<file path="src/hw/rtl/ffec_pkg.sv">
package ffec_pkg;

  // Controller modes, one-hot
  typedef enum logic [3:0] {
    MODE_IDLE      = 4'b0001,
    MODE_HOME_UP   = 4'b0010,
    MODE_HOME_DOWN = 4'b0100,
    MODE_TRIP      = 4'b1000
  } mode_t;

  localparam int PORT_W      = 16;
  localparam int FLOOR_W     = 3;
  localparam int GROUP_LINES = 4;    // lines per port group
  localparam int OUT_W       = 16;   // 9 used bits padded to whole bytes

  // port bit positions (active low)
  localparam int SENSOR_LSB  = 0;
  localparam int DOOR_BIT    = 5;
  localparam int LOAD_BIT    = 6;
  localparam int LANDING_LSB = 8;
  localparam int CABIN_LSB   = 12;

  typedef struct packed {
    logic               bell_pulse;
    logic               motor_dir_up;
    logic               motor_on;
    logic               cabin_light;
    logic               arrow_down;
    logic               arrow_up;
    logic [FLOOR_W-1:0] display_value;
  } result_t;

endpackage

</file>
<file path="src/hw/rtl/four_floor_elevator_controller.sv">
// Elevator controller for up to four floors, one port poll sample per beat.
// Input stream (s_*): each beat carries one raw active-low sample of the
// 16-bit port: floor sensors, door, load and the landing and cabin buttons.
// Output stream (m_*): one result beat per input beat, in order: display
// value, arrows, cabin light, motor enable and direction, bell pulse.
// Pipeline: a sample is captured in an input register at the accepting edge,
// then decoded and applied to the mode state when the result register is
// free, at the edge that registers the result beat and raises m_tvalid.
// Throughput: one beat per cycle unless m_tready stalls; the state update is
// a single pass of three priority encoders and a mode decision between the
// two registers. Reset (rst, synchronous): idle mode, target and latches
// cleared, both stages empty. A stalled m_tready holds the result beat; the
// input stage keeps accepting until it is also full, then s_tready drops.
// FLOOR_COUNT above four is treated as four (the port has four lines per
// group).
module four_floor_elevator_controller
  import ffec_pkg::*;
#(
  parameter int FLOOR_COUNT = 4
) (
  input  logic              clk,
  input  logic              rst,
  input  logic              s_tvalid,
  output logic              s_tready,
  input  logic [PORT_W-1:0] s_tdata,   // [15:0] port_in
  output logic              m_tvalid,
  input  logic              m_tready,
  output logic [OUT_W-1:0]  m_tdata    // [2:0] display_value, [3] arrow_up,
                                       // [4] arrow_down, [5] cabin_light,
                                       // [6] motor_on, [7] motor_dir_up,
                                       // [8] bell_pulse, [15:9] zero
);

  localparam int FLOORS_USED = (FLOOR_COUNT > GROUP_LINES) ? GROUP_LINES :
                               (FLOOR_COUNT < 1) ? 1 : FLOOR_COUNT;
  localparam logic [FLOOR_W-1:0] TOP_FLOOR = FLOOR_W'(FLOORS_USED);
  localparam logic [FLOOR_W-1:0] FIRST_FLOOR = FLOOR_W'(1);

  // lowest active (low) line wins, 0 = none
  function automatic logic [FLOOR_W-1:0] encode(input logic [GROUP_LINES-1:0] grp);
    logic [FLOOR_W-1:0] f;
    f = '0;
    for (int i = FLOORS_USED - 1; i >= 0; i--) begin
      if (!grp[i]) f = FLOOR_W'(i + 1);
    end
    return f;
  endfunction

  // input stage
  logic              in_valid;
  logic [PORT_W-1:0] in_data;

  // state
  mode_t              mode, mode_next;
  logic [FLOOR_W-1:0] target_floor, target_floor_next;
  logic               trip_from_cabin, trip_from_cabin_next;
  logic               going_up, going_up_next;
  logic [FLOOR_W-1:0] display_latch, display_latch_next;
  logic               light_latch, light_latch_next;

  result_t            res, res_next;
  logic               out_valid;

  logic out_free, advance;
  assign out_free = !out_valid || m_tready;
  assign advance  = in_valid && out_free;
  assign s_tready = !in_valid || out_free;

  logic [FLOOR_W-1:0] pos, landing, cabin;
  logic               door_closed, empty;
  logic               bell;

  always_comb begin
    pos     = (in_data == '0) ? '0 :
              encode(in_data[SENSOR_LSB +: GROUP_LINES]);
    landing = encode(in_data[LANDING_LSB +: GROUP_LINES]);
    cabin   = encode(in_data[CABIN_LSB +: GROUP_LINES]);
    door_closed = in_data[DOOR_BIT];
    empty       = in_data[LOAD_BIT];

    mode_next            = mode;
    target_floor_next    = target_floor;
    trip_from_cabin_next = trip_from_cabin;
    going_up_next        = going_up;
    display_latch_next   = display_latch;
    light_latch_next     = light_latch;
    bell                 = 1'b0;

    unique case (mode)
      MODE_IDLE: begin
        display_latch_next = pos;
        light_latch_next   = !door_closed || !empty;
        if (pos == '0) begin
          mode_next = MODE_HOME_UP;
        end else if (door_closed && empty && landing != '0) begin
          if (landing != pos) begin
            target_floor_next    = landing;
            trip_from_cabin_next = 1'b0;
            going_up_next        = landing > pos;
            mode_next            = MODE_TRIP;
          end
        end else if (door_closed && !empty && cabin != '0) begin
          if (cabin != pos) begin
            target_floor_next    = cabin;
            trip_from_cabin_next = 1'b1;
            going_up_next        = cabin > pos;
            mode_next            = MODE_TRIP;
          end else begin
            bell = 1'b1;   // already at the requested floor
          end
        end
      end
      MODE_HOME_UP: begin
        if (pos == TOP_FLOOR) mode_next = MODE_HOME_DOWN;
      end
      MODE_HOME_DOWN: begin
        if (pos == FIRST_FLOOR) mode_next = MODE_IDLE;
      end
      MODE_TRIP: begin
        if (pos == target_floor) begin
          if (trip_from_cabin) begin
            bell = 1'b1;
            if (going_up) display_latch_next = target_floor;
          end
          mode_next = MODE_IDLE;
        end
      end
      default: mode_next = MODE_IDLE;
    endcase

    res_next.display_value = display_latch_next;
    res_next.cabin_light   = light_latch_next;
    res_next.bell_pulse    = bell;
    res_next.motor_on      = 1'b0;
    res_next.motor_dir_up  = 1'b1;
    res_next.arrow_up      = 1'b0;
    res_next.arrow_down    = 1'b0;
    unique case (mode_next)
      MODE_HOME_UP: begin
        res_next.motor_on = 1'b1;
      end
      MODE_HOME_DOWN: begin
        res_next.motor_on     = 1'b1;
        res_next.motor_dir_up = 1'b0;
      end
      MODE_TRIP: begin
        res_next.motor_on     = 1'b1;
        res_next.motor_dir_up = going_up_next;
        res_next.arrow_up     = going_up_next;
        res_next.arrow_down   = !going_up_next;
      end
      default: ;
    endcase
  end

  always_ff @(posedge clk) begin
    if (rst) begin
      in_valid        <= 1'b0;
      out_valid       <= 1'b0;
      mode            <= MODE_IDLE;
      target_floor    <= '0;
      trip_from_cabin <= 1'b0;
      going_up        <= 1'b0;
      display_latch   <= '0;
      light_latch     <= 1'b0;
    end else begin
      if (s_tready) in_valid <= s_tvalid;
      if (out_free) out_valid <= in_valid;
      if (advance) begin
        mode            <= mode_next;
        target_floor    <= target_floor_next;
        trip_from_cabin <= trip_from_cabin_next;
        going_up        <= going_up_next;
        display_latch   <= display_latch_next;
        light_latch     <= light_latch_next;
      end
    end
  end

  always_ff @(posedge clk) begin
    if (s_tready && s_tvalid) in_data <= s_tdata;
    if (advance) res <= res_next;
  end

  assign m_tvalid = out_valid;
  assign m_tdata  = {(OUT_W - $bits(result_t))'(0), res};

endmodule

</file>
<file path="config.mk">
export PLATFORM = sky130hd
export DESIGN_NAME = four_floor_elevator_controller
export DESIGN_NICKNAME = d
export VERILOG_FILES = /design/src/hw/rtl/ffec_pkg.sv /design/src/hw/rtl/four_floor_elevator_controller.sv
export SDC_FILE = /design/constraint.sdc
export NUM_CORES = 1
export LEC_CHECK = 0
export BUFFER_PORTS_ARGS = -buffer_cell sky130_fd_sc_hd__buf_2
export CELL_PAD_IN_SITES_DETAIL_PLACEMENT = 0
export CELL_PAD_IN_SITES_GLOBAL_PLACEMENT = 1
export CORE_ASPECT_RATIO = 1.1
export CORE_UTILIZATION = 43
export CTS_CLUSTER_SIZE = 8
export DETAILED_ROUTE_END_ITERATION = 10
export PLACE_DENSITY = 0.89
export SLEW_MARGIN = 20
export SYNTH_ARGS = -nofsm -noshare
export SYNTH_HDL_FRONTEND = slang
export SYNTH_SLANG_ARGS = --single-unit
export TNS_END_PERCENT = 1
</file>
<file path="constraint.sdc">
create_clock -name clk -period 3 [get_ports clk]
set_input_delay 0.45 -clock clk [delete_from_list [all_inputs] [get_ports clk]]
set_output_delay 0.45 -clock clk [all_outputs]
set_load 0.02 [all_outputs]
</file>
* Word level (Yosys, flattened, before mapping)
Index checks and enable logic that the tools add are counted.
** Storage, ports and cells
- Bits of input ports :: 20
- Logic and storage cells :: 104
- Output and inout port bits :: 18
- Register bits after elaboration :: 40
** Cells by class
- $lt $le $gt $ge :: 2
- Equal/unequal tests :: 13
- Muxes and demuxes :: 50
- Bitwise logic cells :: 1
- Reductions and logical operators :: 22
** Operator list (number)
- two-way mux 3 bit :: 20
- two-way mux 4 bit :: 8
- two-way mux 1 bit :: 18
- zero test 16 bit :: 1
- one-hot mux 4 bit (4 select lines) :: 1
- equality test 4 x 2 -> 1 bit (second input constant) :: 2
- equality test 4 x 3 -> 1 bit (second input constant) :: 2
- equality test 4 bit (second input constant) :: 2
- greater-than comparator 3 bit :: 2
- logical AND 1 bit :: 6
- inequality test 3 bit :: 2
- one-hot mux 3 bit (2 select lines) :: 1
- AND reduction 6 bit :: 1
- nonzero test 3 bit :: 2
- zero test 1 bit :: 5
- equality test 4 x 1 -> 1 bit (second input constant) :: 1
- one-hot mux 1 bit (2 select lines) :: 2
- nonzero test 2 bit :: 2
- equality test 3 x 1 -> 1 bit (second input constant) :: 1
- equality test 3 bit :: 1
- equality test 3 bit (second input constant) :: 1
- zero test 3 bit :: 1
- logical OR 1 bit :: 3
- OR reduction 3 bit :: 1
- other kinds (2) :: 2

* Depth between registers and ports, before layout
Gate-level depths: netlist of the first run.
- Depth in word-level cells :: 14
- Mapped depth :: 10
- Depth with buffers taken out :: 10

* Worst setup path after synthesis of the first run
Ideal clock, no wire load.
- Kind :: flip-flop to flip-flop
- From :: register in_data[9]
- To :: register res (netlist bit m_tdata[7]), data pin
- Setup slack :: 0.336 ns
- Required time :: 2.732 ns
- Setup time :: 0.268 ns
- Cell stages (with the launch flop) :: 11
- Data arrival time :: 2.397 ns
- Period minus slack after synthesis :: 2.664 ns
- Buffers on the path :: 0
- Path through :: edfxtp_1 nor4_1 and4_1 nor2_1 ha_1 nand3_1 nand4b_1 or3b_2 a21oi_1 o21bai_1 o211ai_1
** RTL lines
- start, declared :: RTL line four_floor_elevator_controller.sv:51 : logic [PORT_W-1:0] in_data;
- start signal, assigned :: RTL line four_floor_elevator_controller.sv:181 : if (s_tready && s_tvalid) in_data <= s_tdata;
- end signal, assigned :: RTL line four_floor_elevator_controller.sv:182 : if (advance) res <= res_next;
- end, declared :: RTL line four_floor_elevator_controller.sv:61 : result_t res, res_next;

==> impl_metrics.env, run 1 <==
export IMPL_drt_first_pass_iters=4
export IMPL_initial_cell_density_of_the_core_pct=45.2
export IMPL_reg2reg_slack_ns=0.15
export IMPL_first_iter_violations=62
export IMPL_place_port_buffers=30
export IMPL_cts_reportedPaths_clkPinSlew_ns=0.08
export IMPL_ys_dominant_reg_cell="edfxtp_1"
export IMPL_synth_enable_flop_cells=25
export IMPL_number_of_synthesized_register_bits=40
export IMPL_vias_per_cell=5.40
export IMPL_antenna_diode_count=0
export IMPL_critPathCaptureType="register"
export IMPL_timing_final_setup_violations=0
export IMPL_placement_rows=26
export IMPL_cts_buffers_inserted=5
export IMPL_placeableCoreArea_sq_um=4680
export IMPL_outcome="finished, final reports clean"
export IMPL_drcViolationCount=0
export IMPL_synthesis_instances=198
export IMPL_syn_cell_area_sq_um=2120
export IMPL_post_drt_wl_per_cell_microns=13.9
export IMPL_finalCritPeriodShare_pct=95.2
export IMPL_hold_path_class="input port to register"
export IMPL_finalClockSkew_ns=0.0120
export IMPL_grt_start_max_net_pins=23
export IMPL_drive_gt1_share_pct=26.3
export IMPL_clock_path_buffers=2
export IMPL_ir_drop_v=0.000327
export IMPL_synth_yosys_seq_area_share_pct=49.6
export IMPL_power_density_of_the_placed_cells_nw_per_um2=496
export IMPL_hold_viol_final=0
export IMPL_antenna_violating_nets_post_route=0
export IMPL_cts_sinks=40
export IMPL_worst_skew_pair_latency_ns=0.30
export IMPL_area_growth_pct=15.2
export IMPL_number_of_antenna_violations_at_the_first_check_in_global_routing=0
export IMPL_timing_critical_path_required_ns=3.04
export IMPL_final_core_util_pct=52.1
export IMPL_achievable_frequency_ghz=0.350
export IMPL_grt_usage_pct=17.7
export IMPL_floorplan_die_height_microns=75.6
export IMPL_cap_violations=0
export IMPL_tritoncts="yes"
export IMPL_timing_max_transition_violations_final=0
export IMPL_final_net_count=261
export IMPL_hpwl_microns=3090
export IMPL_die_w_microns=68.9
export IMPL_global_route_wire_length_before_repair_microns=6480
export IMPL_most_common_layout_cells="buf_2, edfxtp_1, nand2_1, dfxtp_1, nor2_1"
export IMPL_grt_overflow_total=0
export IMPL_totalNegativeSetupSlack_ns=0
export IMPL_ys_warnings_count=0
export IMPL_clockRootBuffer="clkbuf_8"
export IMPL_total_die_area_sq_um=5210
export IMPL_total_power_mw=1.21
export IMPL_htree_num_levels=2
export IMPL_transition_time_at_the_pin_with_the_least_slew_margin_ns=0.794
export IMPL_timing_max_slew_rel_slack_pct=47.0
export IMPL_wl_microns=4050
export IMPL_cts_hold_repair_buffers=0
export IMPL_syn_avg_cell_area_sq_um=10.7
export IMPL_number_of_distinct_standard_cells_referenced_by_the_synthesized_netlist=59
export IMPL_start_kind="register"
export IMPL_postSynth_asyncResetShare_pct=0
export IMPL_final_hold_slack_ns=0.328
export IMPL_layout_commonest_cell="buf_2"
export IMPL_rsz0062_at_grt="no"
export IMPL_place_gp_congestion=0.864
export IMPL_num_vias=1576
export IMPL_ios=38
export IMPL_via_count_of_the_first_global_routing_pass=1379
export IMPL_period_minus_slack_ns=2.85
export IMPL_crit_type="register to register"
export IMPL_power_leakage_nw=0.952
export IMPL_critical_path_max_fanout=5
export IMPL_timing_critical_path_arrival_ns=2.90
cell type report:
type	count	area (sq um)
fillers	443	2240
flip-flops and latches	40	1050
multi-input cells	140	996
repair buffers	36	195
clock buffers	7	76.3
well taps	56	70.1
inverters	12	46.3
clock inverters	1	5.00
repair_timing:
| action | 4_1_cts | 5_1_grt |
|---|---|---|
| resized for setup | 0 | 4 |
| buffers inserted | 0 | 3 |
| setup endpoints to repair | 0 | 3 |
| endpoints found under the hold margin | 0 | 0 |
Yosys cell counts, drive strengths merged (2+ instances only):
library cell	number	area share, %
o31ai	3	1.1
or3	4	1.7
a21oi	11	2.8
nor3	4	1.2
nand2b	4	1.5
nand2	15	2.7
nor4	4	1.2
mux2i	5	2.4
nand4b	2	0.83
a211oi	2	0.95
nand3	8	2.5
nor2	15	2.8
o21ai	6	1.4
ha	6	3.5
buf	7	2.5
clkbuf	5	0.89
xnor2	2	0.83
nor2b	5	1.8
edfxtp	25	35
a31oi	5	1.5
a21boi	4	1.4
dfxtp	15	14
nand3b	3	1.7
inv	11	2.0
o221ai	2	0.83
nand4	3	0.89
worst max-delay path, cell delays in order (launching register included):
cell and delay [ns]:
edfxtp_1 0.47, a21boi_1 0.46, nor2_1 0.19, ha_1 0.34, nand3_1 0.10, nand4b_1 0.11
or3b_2 0.45, a21oi_1 0.21, o21bai_2 0.17, o211ai_1 0.12
metal layers:
metal | vias up | track usage, % | share of wire (%)
met5 | - | 0 | 0
met4 | 0 | 8.39 | 2.5
met3 | 10 | 5.24 | 4.0
met2 | 39 | 30.0 | 51
met1 | 729 | 20.4 | 42
li1 | 798 | - | -
sequential cells by signal (all words and copies together) (netlist names):
register	count
trip_from_cabin	1
target_floor	3
display_latch	3
m_tvalid	1
in_valid	1
mode	4
m_tdata	9
going_up	1
in_data	16
light_latch	1
path summary, 6_finish.rpt:
check	cells past startpoint	start	to
worst max-delay path	9	in_data[0]$_DFFE_PP_	m_tdata[7]$_DFFE_PP_
worst min-delay path	1	s_tdata[13]	in_data[13]$_DFFE_PP_
worst max register to register	9	in_data[0]$_DFFE_PP_	m_tdata[7]$_DFFE_PP_
worst min register to register	2	target_floor[1]$_SDFFE_PP0P_	target_floor[1]$_SDFFE_PP0P_
through the flow:
| step | instance area (sq um) | cells | setup slack (ns) |
|---|---|---|---|
| 6_report | 2440 | 292 | 0.145 |
| 5_1_grt | 2440 | 292 | 0.0115 |
| 4_1_cts | 2390 | 289 | 0.0766 |
| 3_5_place_dp | 2310 | 281 | 0.0802 |
| 3_3_place_gp | 2310 | 281 | 0.184 |
| 2_1_floorplan | 2140 | 204 | 0.336 |
where the power goes:
group          leakage (nW)  switching (mW)  internal (mW)
logic                 0.547           0.128         0.0927
registers             0.363          0.0256          0.623
clock network        0.0422           0.177          0.163
cell families after synthesis:
family | count (synthesis) | synth area share, %
other | 1 | 0.177
adders and majority gates | 6 | 3.55
AOI/OAI and AO/OA | 46 | 16.1
and+or+nand+nor | 74 | 21.8
xor gates and xnor gates | 2 | 0.828
muxes | 5 | 2.36
DFF | 40 | 49.6
buffers and inverters | 24 | 5.56
(Power assumes the default switching activity.)
==> run 2: changes to the inputs <==
--- a/config.mk
+++ b/config.mk
@@ -5,7 +5,7 @@
 export SDC_FILE = /design/constraint.sdc
 export NUM_CORES = 1
 export LEC_CHECK = 0
-export BUFFER_PORTS_ARGS = -buffer_cell sky130_fd_sc_hd__buf_2
+export BUFFER_PORTS_ARGS = -buffer_cell sky130_fd_sc_hd__clkbuf_2
 export CELL_PAD_IN_SITES_DETAIL_PLACEMENT = 0
 export CELL_PAD_IN_SITES_GLOBAL_PLACEMENT = 1
 export CORE_ASPECT_RATIO = 1.1
==> impl_metrics.env, run 2 (synthesis results as in run 1) <==
export IMPL_outcome="finished, final reports clean"
export IMPL_clock_path_buffers=2
export IMPL_antenna_diode_count=0
export IMPL_grt_usage_pct=17.6
export IMPL_critPathCaptureType="register"
export IMPL_crit_buf_inv=0
export IMPL_cts_buffers_inserted=5
export IMPL_total_power_mw=1.30
export IMPL_hold_path_class="input port to register"
export IMPL_grt_overflow_total=0
export IMPL_wl_microns=4070
export IMPL_finalClockSkew_ns=0.00842
export IMPL_period_minus_slack_ns=2.81
export IMPL_seq_power_share_pct=49.7
export IMPL_combinationalPowerShare_pct=17.0
export IMPL_start_kind="register"
export IMPL_via_count_of_the_first_global_routing_pass=1341
export IMPL_place_worst_setup_slack_ns=0.0652
export IMPL_timing_final_setup_violations=0
export IMPL_initial_cell_density_of_the_core_pct=45.2
export IMPL_power_share_switching_pct=26.0
export IMPL_p_sw_uw=339
export IMPL_vias_per_cell=5.31
export IMPL_cap_violations=0
export IMPL_clockRootBuffer="clkbuf_8"
export IMPL_rsz0062_at_grt="no"
export IMPL_ios=38
export IMPL_stdcell_area_sq_um=2480
export IMPL_worst_skew_pair_latency_ns=0.30
export IMPL_number_of_antenna_violations_at_the_first_check_in_global_routing=0
export IMPL_total_die_area_sq_um=5210
export IMPL_worstPathCellList="nor4_2 > and4_1 > nor2_1 > ha_1 > nand3_1 > nand4b_1 > or3b_2 > a21oi_2 > o21bai_2 > o211ai_1"
export IMPL_power_leakage_nw=0.979
export IMPL_hold_viol_final=0
export IMPL_drive_gt1_share_pct=27.7
export IMPL_flip_flop_count_of_the_largest_register_after_layout=16
export IMPL_largest_register="in_data"
export IMPL_drcViolationCount=0
export IMPL_htree_num_levels=2
export IMPL_final_core_util_pct=52.9
export IMPL_finalCritPeriodShare_pct=93.7
export IMPL_hpwl_microns=3040
export IMPL_first_iter_violations=118
export IMPL_tritoncts="yes"
export IMPL_final_net_count=263
export IMPL_final_critical_path_setup_slack_ns=0.188
export IMPL_achievable_frequency_ghz=0.356
export IMPL_num_vias=1560
export IMPL_most_common_layout_cells="clkbuf_2, edfxtp_1, nand2_1, dfxtp_1, nor2_1"
export IMPL_critPathTopFamily="simple AND/OR/NAND/NOR gates"
export IMPL_die_w_microns=68.9
export IMPL_cts_reportedPaths_clkPinSlew_ns=0.08
export IMPL_final_hold_slack_ns=0.327
export IMPL_cell_area_reported_after_detailed_placement_sq_um=2310
export IMPL_layout_commonest_cell="clkbuf_2"
export IMPL_place_gp_congestion=0.880
export IMPL_floorplan_die_height_microns=75.6
export IMPL_critPathSlowestCell="or3b_2"
export IMPL_crit_type="register to register"
export IMPL_totalNegativeSetupSlack_ns=0
export IMPL_global_route_wire_length_before_repair_microns=6470
export IMPL_power_density_of_the_placed_cells_nw_per_um2=527
export IMPL_post_drt_wl_per_cell_microns=13.8
export IMPL_transition_time_at_the_pin_with_the_least_slew_margin_ns=0.822
export IMPL_cts_hold_repair_buffers=0
export IMPL_grt_start_max_net_pins=23
export IMPL_pwr_share_clk_pct=33.3
export IMPL_area_growth_pct=17.0
export IMPL_place_port_buffers=30
export IMPL_timing_max_slew_rel_slack_pct=45.1
export IMPL_drt_first_pass_iters=4
export IMPL_placeableCoreArea_sq_um=4680
export IMPL_critical_path_max_fanout=4
export IMPL_internal_power_uw=965
export IMPL_timing_max_transition_violations_final=0
export IMPL_critical_path_max_stage_delay_ns=0.47
export IMPL_fin_cells=294
export IMPL_cts_sinks=40
export IMPL_timing_critical_path_required_ns=3.04
export IMPL_ir_drop_v=0.000309
export IMPL_timing_critical_path_arrival_ns=2.85
export IMPL_dpl_cell_count=281
export IMPL_placement_rows=26
export IMPL_antenna_violating_nets_post_route=0
[run 2: changes by cell type in the layout (fill, tap and decap cells not counted)]
cell and delta:
bufinv_16 +1, nor4_4 -1, a21oi_1 -1, nor4_2 +1, a21oi_2 +1, clkbuf_2 +30, buf_4 +2, buf_2 -30
clkbuf_1 -1
[run 2: what timing repair did]
| item | 4_1_cts | 5_1_grt |
|---|---|---|
| setup endpoints to repair | 0 | 3 |
| gates resized for setup | 0 | 4 |
| buffers inserted | 0 | 5 |
[run 2: worst paths after layout]
path / start / end / slack, ns / cells after the start
worst min-delay path: s_tdata[13] / in_data[13]$_DFFE_PP_ / 0.33 / 1
worst min register to register: target_floor[0]$_SDFFE_PP0P_ / target_floor[0]$_SDFFE_PP0P_ / 0.48 / 2
worst max register to register: in_data[6]$_DFFE_PP_ / m_tdata[7]$_DFFE_PP_ / 0.19 / 10
worst max-delay path: in_data[6]$_DFFE_PP_ / m_tdata[7]$_DFFE_PP_ / 0.19 / 10
[run 2: final cells by class]
cell class	count	area, sq um
clock buffer	6	72.6
clock inverter	2	35.0
fill	432	2210
inverter	12	46.3
multi-input combinational	140	991
sequential	40	1050
tap	56	70.1
timing repair buffer	38	210
[run 2: power groups by stage]
stage                     Clock, mW  Sequential [mW]  Combinational [mW]
final                         0.434            0.648               0.222
after CTS                     0.442            0.648               0.215
after detailed placement          0            0.660               0.214
after global routing          0.468            0.653               0.246
after floorplan                   0            0.665               0.155
after global placement            0            0.658               0.212
[run 2: routing by layer]
metal,global-route usage (%),vias to the layer above,share of wire (%)
li1,-,804,-
met1,22.3,713,45
met2,28.8,40,50
met3,4.49,3,4.3
met4,6.12,0,0.52
met5,0,-,0
==> run 3: changes to the inputs <==
--- a/config.mk
+++ b/config.mk
@@ -13,6 +13,7 @@
 export CTS_CLUSTER_SIZE = 8
 export DETAILED_ROUTE_END_ITERATION = 10
 export PLACE_DENSITY = 0.89
+export REMOVE_ABC_BUFFERS = 1
 export SLEW_MARGIN = 20
 export SYNTH_ARGS = -nofsm -noshare
 export SYNTH_HDL_FRONTEND = slang
==> impl_metrics.env, run 3 (synthesis results as in run 1) <==
export IMPL_crit_start="in_data[9]$_DFFE_PP_"
export IMPL_drive_gt1_share_pct=26.2
export IMPL_achievable_frequency_ghz=0.352
export IMPL_ios=38
export IMPL_clockRootBuffer="clkbuf_8"
export IMPL_crit_type="register to register"
export IMPL_via_count_of_the_first_global_routing_pass=1484
export IMPL_global_route_wire_length_before_repair_microns=6800
export IMPL_crit_end="m_tdata[7]$_DFFE_PP_"
export IMPL_area_growth_pct=14.3
export IMPL_critPathCaptureType="register"
export IMPL_placement_rows=26
export IMPL_finalClockSkew_ns=0.00834
export IMPL_ir_drop_v=0.000279
export IMPL_first_iter_violations=133
export IMPL_dpl_cell_count=279
export IMPL_hold_viol_final=0
export IMPL_placeableCoreArea_sq_um=4680
export IMPL_htree_num_levels=2
export IMPL_timing_critical_path_required_ns=3.04
export IMPL_antenna_diode_count=0
export IMPL_final_critical_path_setup_slack_ns=0.157
export IMPL_finalCritPeriodShare_pct=94.8
export IMPL_regArea_sq_um=1050
export IMPL_crit_path_cell_count=10
export IMPL_start_kind="register"
export IMPL_final_hold_slack_ns=0.329
export IMPL_place_worst_setup_slack_ns=0.127
export IMPL_final_net_count=258
export IMPL_antenna_violating_nets_post_route=0
export IMPL_vias_per_cell=5.40
export IMPL_filler_cells_inserted=437
export IMPL_r2r_end="m_tdata[7]$_DFFE_PP_"
export IMPL_hpwl_microns=2910
export IMPL_power_leakage_nw=0.950
export IMPL_critPathSlowestCell="edfxtp_1"
export IMPL_floorplan_die_height_microns=75.6
export IMPL_largest_register="in_data"
export IMPL_grt_start_max_net_pins=23
export IMPL_hold_path_class="input port to register"
export IMPL_drt_first_pass_iters=4
export IMPL_flip_flop_count_of_the_largest_register_after_layout=16
export IMPL_total_power_mw=1.22
export IMPL_timing_final_setup_violations=0
export IMPL_total_die_area_sq_um=5210
export IMPL_initial_cell_density_of_the_core_pct=45.2
export IMPL_most_common_layout_cells="clkbuf_2, edfxtp_1, nand2_1, dfxtp_1, nor2_1"
export IMPL_reg2reg_from="in_data[9]$_DFFE_PP_"
export IMPL_place_port_buffers=30
export IMPL_power_density_of_the_placed_cells_nw_per_um2=506
export IMPL_cap_violations=0
export IMPL_cts_reportedPaths_clkPinSlew_ns=0.07
export IMPL_grt_usage_pct=18.0
export IMPL_cts_buffers_inserted=5
export IMPL_period_minus_slack_ns=2.84
export IMPL_num_vias=1560
export IMPL_transition_time_at_the_pin_with_the_least_slew_margin_ns=0.829
export IMPL_crit_buf_inv=0
export IMPL_place_gp_congestion=0.856
export IMPL_clock_path_buffers=2
export IMPL_outcome="finished, final reports clean"
export IMPL_timing_max_transition_violations_final=0
export IMPL_worstPathCellList="nor4_2 > and4_1 > nor2_1 > ha_1 > nand3_1 > nand4b_1 > or3b_2 > a21oi_2 > o21bai_1 > o211ai_1"
export IMPL_final_core_util_pct=51.7
export IMPL_fin_cells=289
export IMPL_critPathTopFamily="simple AND/OR/NAND/NOR gates"
export IMPL_cts_sinks=40
export IMPL_reg2reg_slack_ns=0.16
export IMPL_critical_path_max_stage_delay_ns=0.47
export IMPL_grt_overflow_total=0
export IMPL_post_drt_wl_per_cell_microns=13.7
export IMPL_drcViolationCount=0
export IMPL_wl_microns=3970
export IMPL_critical_path_max_fanout=5
export IMPL_timing_critical_path_arrival_ns=2.88
export IMPL_die_w_microns=68.9
export IMPL_number_of_antenna_violations_at_the_first_check_in_global_routing=0
export IMPL_timing_reg2reg_worst_path_depth=10
export IMPL_layout_commonest_cell="clkbuf_2"
export IMPL_worst_skew_pair_latency_ns=0.30
export IMPL_tritoncts="yes"
export IMPL_timing_max_slew_rel_slack_pct=44.7
export IMPL_multi_input_comb_area_sq_um=987
==> run 3: cell types whose count changed in the layout (fill, tap and decap cells not counted), sizes merged <==
cell / change
buf: -5
bufinv: -1
clkinv: +1
==> run 3: area by class of cell <==
class	count	area share [%]
Tap cell	56	2.90
Clock buffer	6	3.41
Sequential cell	40	43.4
Multi-Input combinational cell	140	40.8
Clock inverter	2	0.414
Timing Repair Buffer	33	7.14
Inverter	12	1.91
==> run 3: report_power, final <==
group	total [mW]	switching (mW)	internal, mW	leakage [nW]
Clock	0.362	0.178	0.183	0.0510
Sequential	0.649	0.0256	0.623	0.363
Combinational	0.214	0.126	0.0876	0.536
Total	1.22	0.330	0.894	0.950
==> run 3: per-stage QoR <==
step           TNS, ns  instance area [sq um]
3_3_place_gp         0                   2300
5_1_grt        -0.0222                   2420
4_1_cts              0                   2390
2_1_floorplan        0                   2070
3_5_place_dp         0                   2300
6_report             0                   2420
==> run 3: layer usage <==
layer | vias up | share of wire [%] | track usage [%]
li1 | 790 | - | -
met1 | 731 | 46 | 20.8
met2 | 34 | 49 | 31.8
met3 | 5 | 3.4 | 4.94
met4 | 0 | 1.5 | 6.12
met5 | - | 0 | 0
==> run 3: worst min path at each step <==
stage,from,endpoint,depth (start not counted),slack [ns]
global placement,target_floor[2]$_SDFFE_PP0P_,target_floor[2]$_SDFFE_PP0P_,2,0.47
global route,s_tdata[0],in_data[0]$_DFFE_PP_,1,0.32
finish,s_tdata[7],in_data[7]$_DFFE_PP_,1,0.33
CTS,s_tdata[1],in_data[1]$_DFFE_PP_,1,0.32
detailed placement,trip_from_cabin$_SDFFE_PP0P_,trip_from_cabin$_SDFFE_PP0P_,2,0.48
floorplan,trip_from_cabin$_SDFFE_PP0P_,trip_from_cabin$_SDFFE_PP0P_,2,0.45
==> run 3: repair_timing <==
action,4_1_cts,5_1_grt
hold buffers,0,0
resized for setup,0,3
setup buffers,0,2
endpoints found under the setup margin,0,3
hold endpoints to repair,0,0
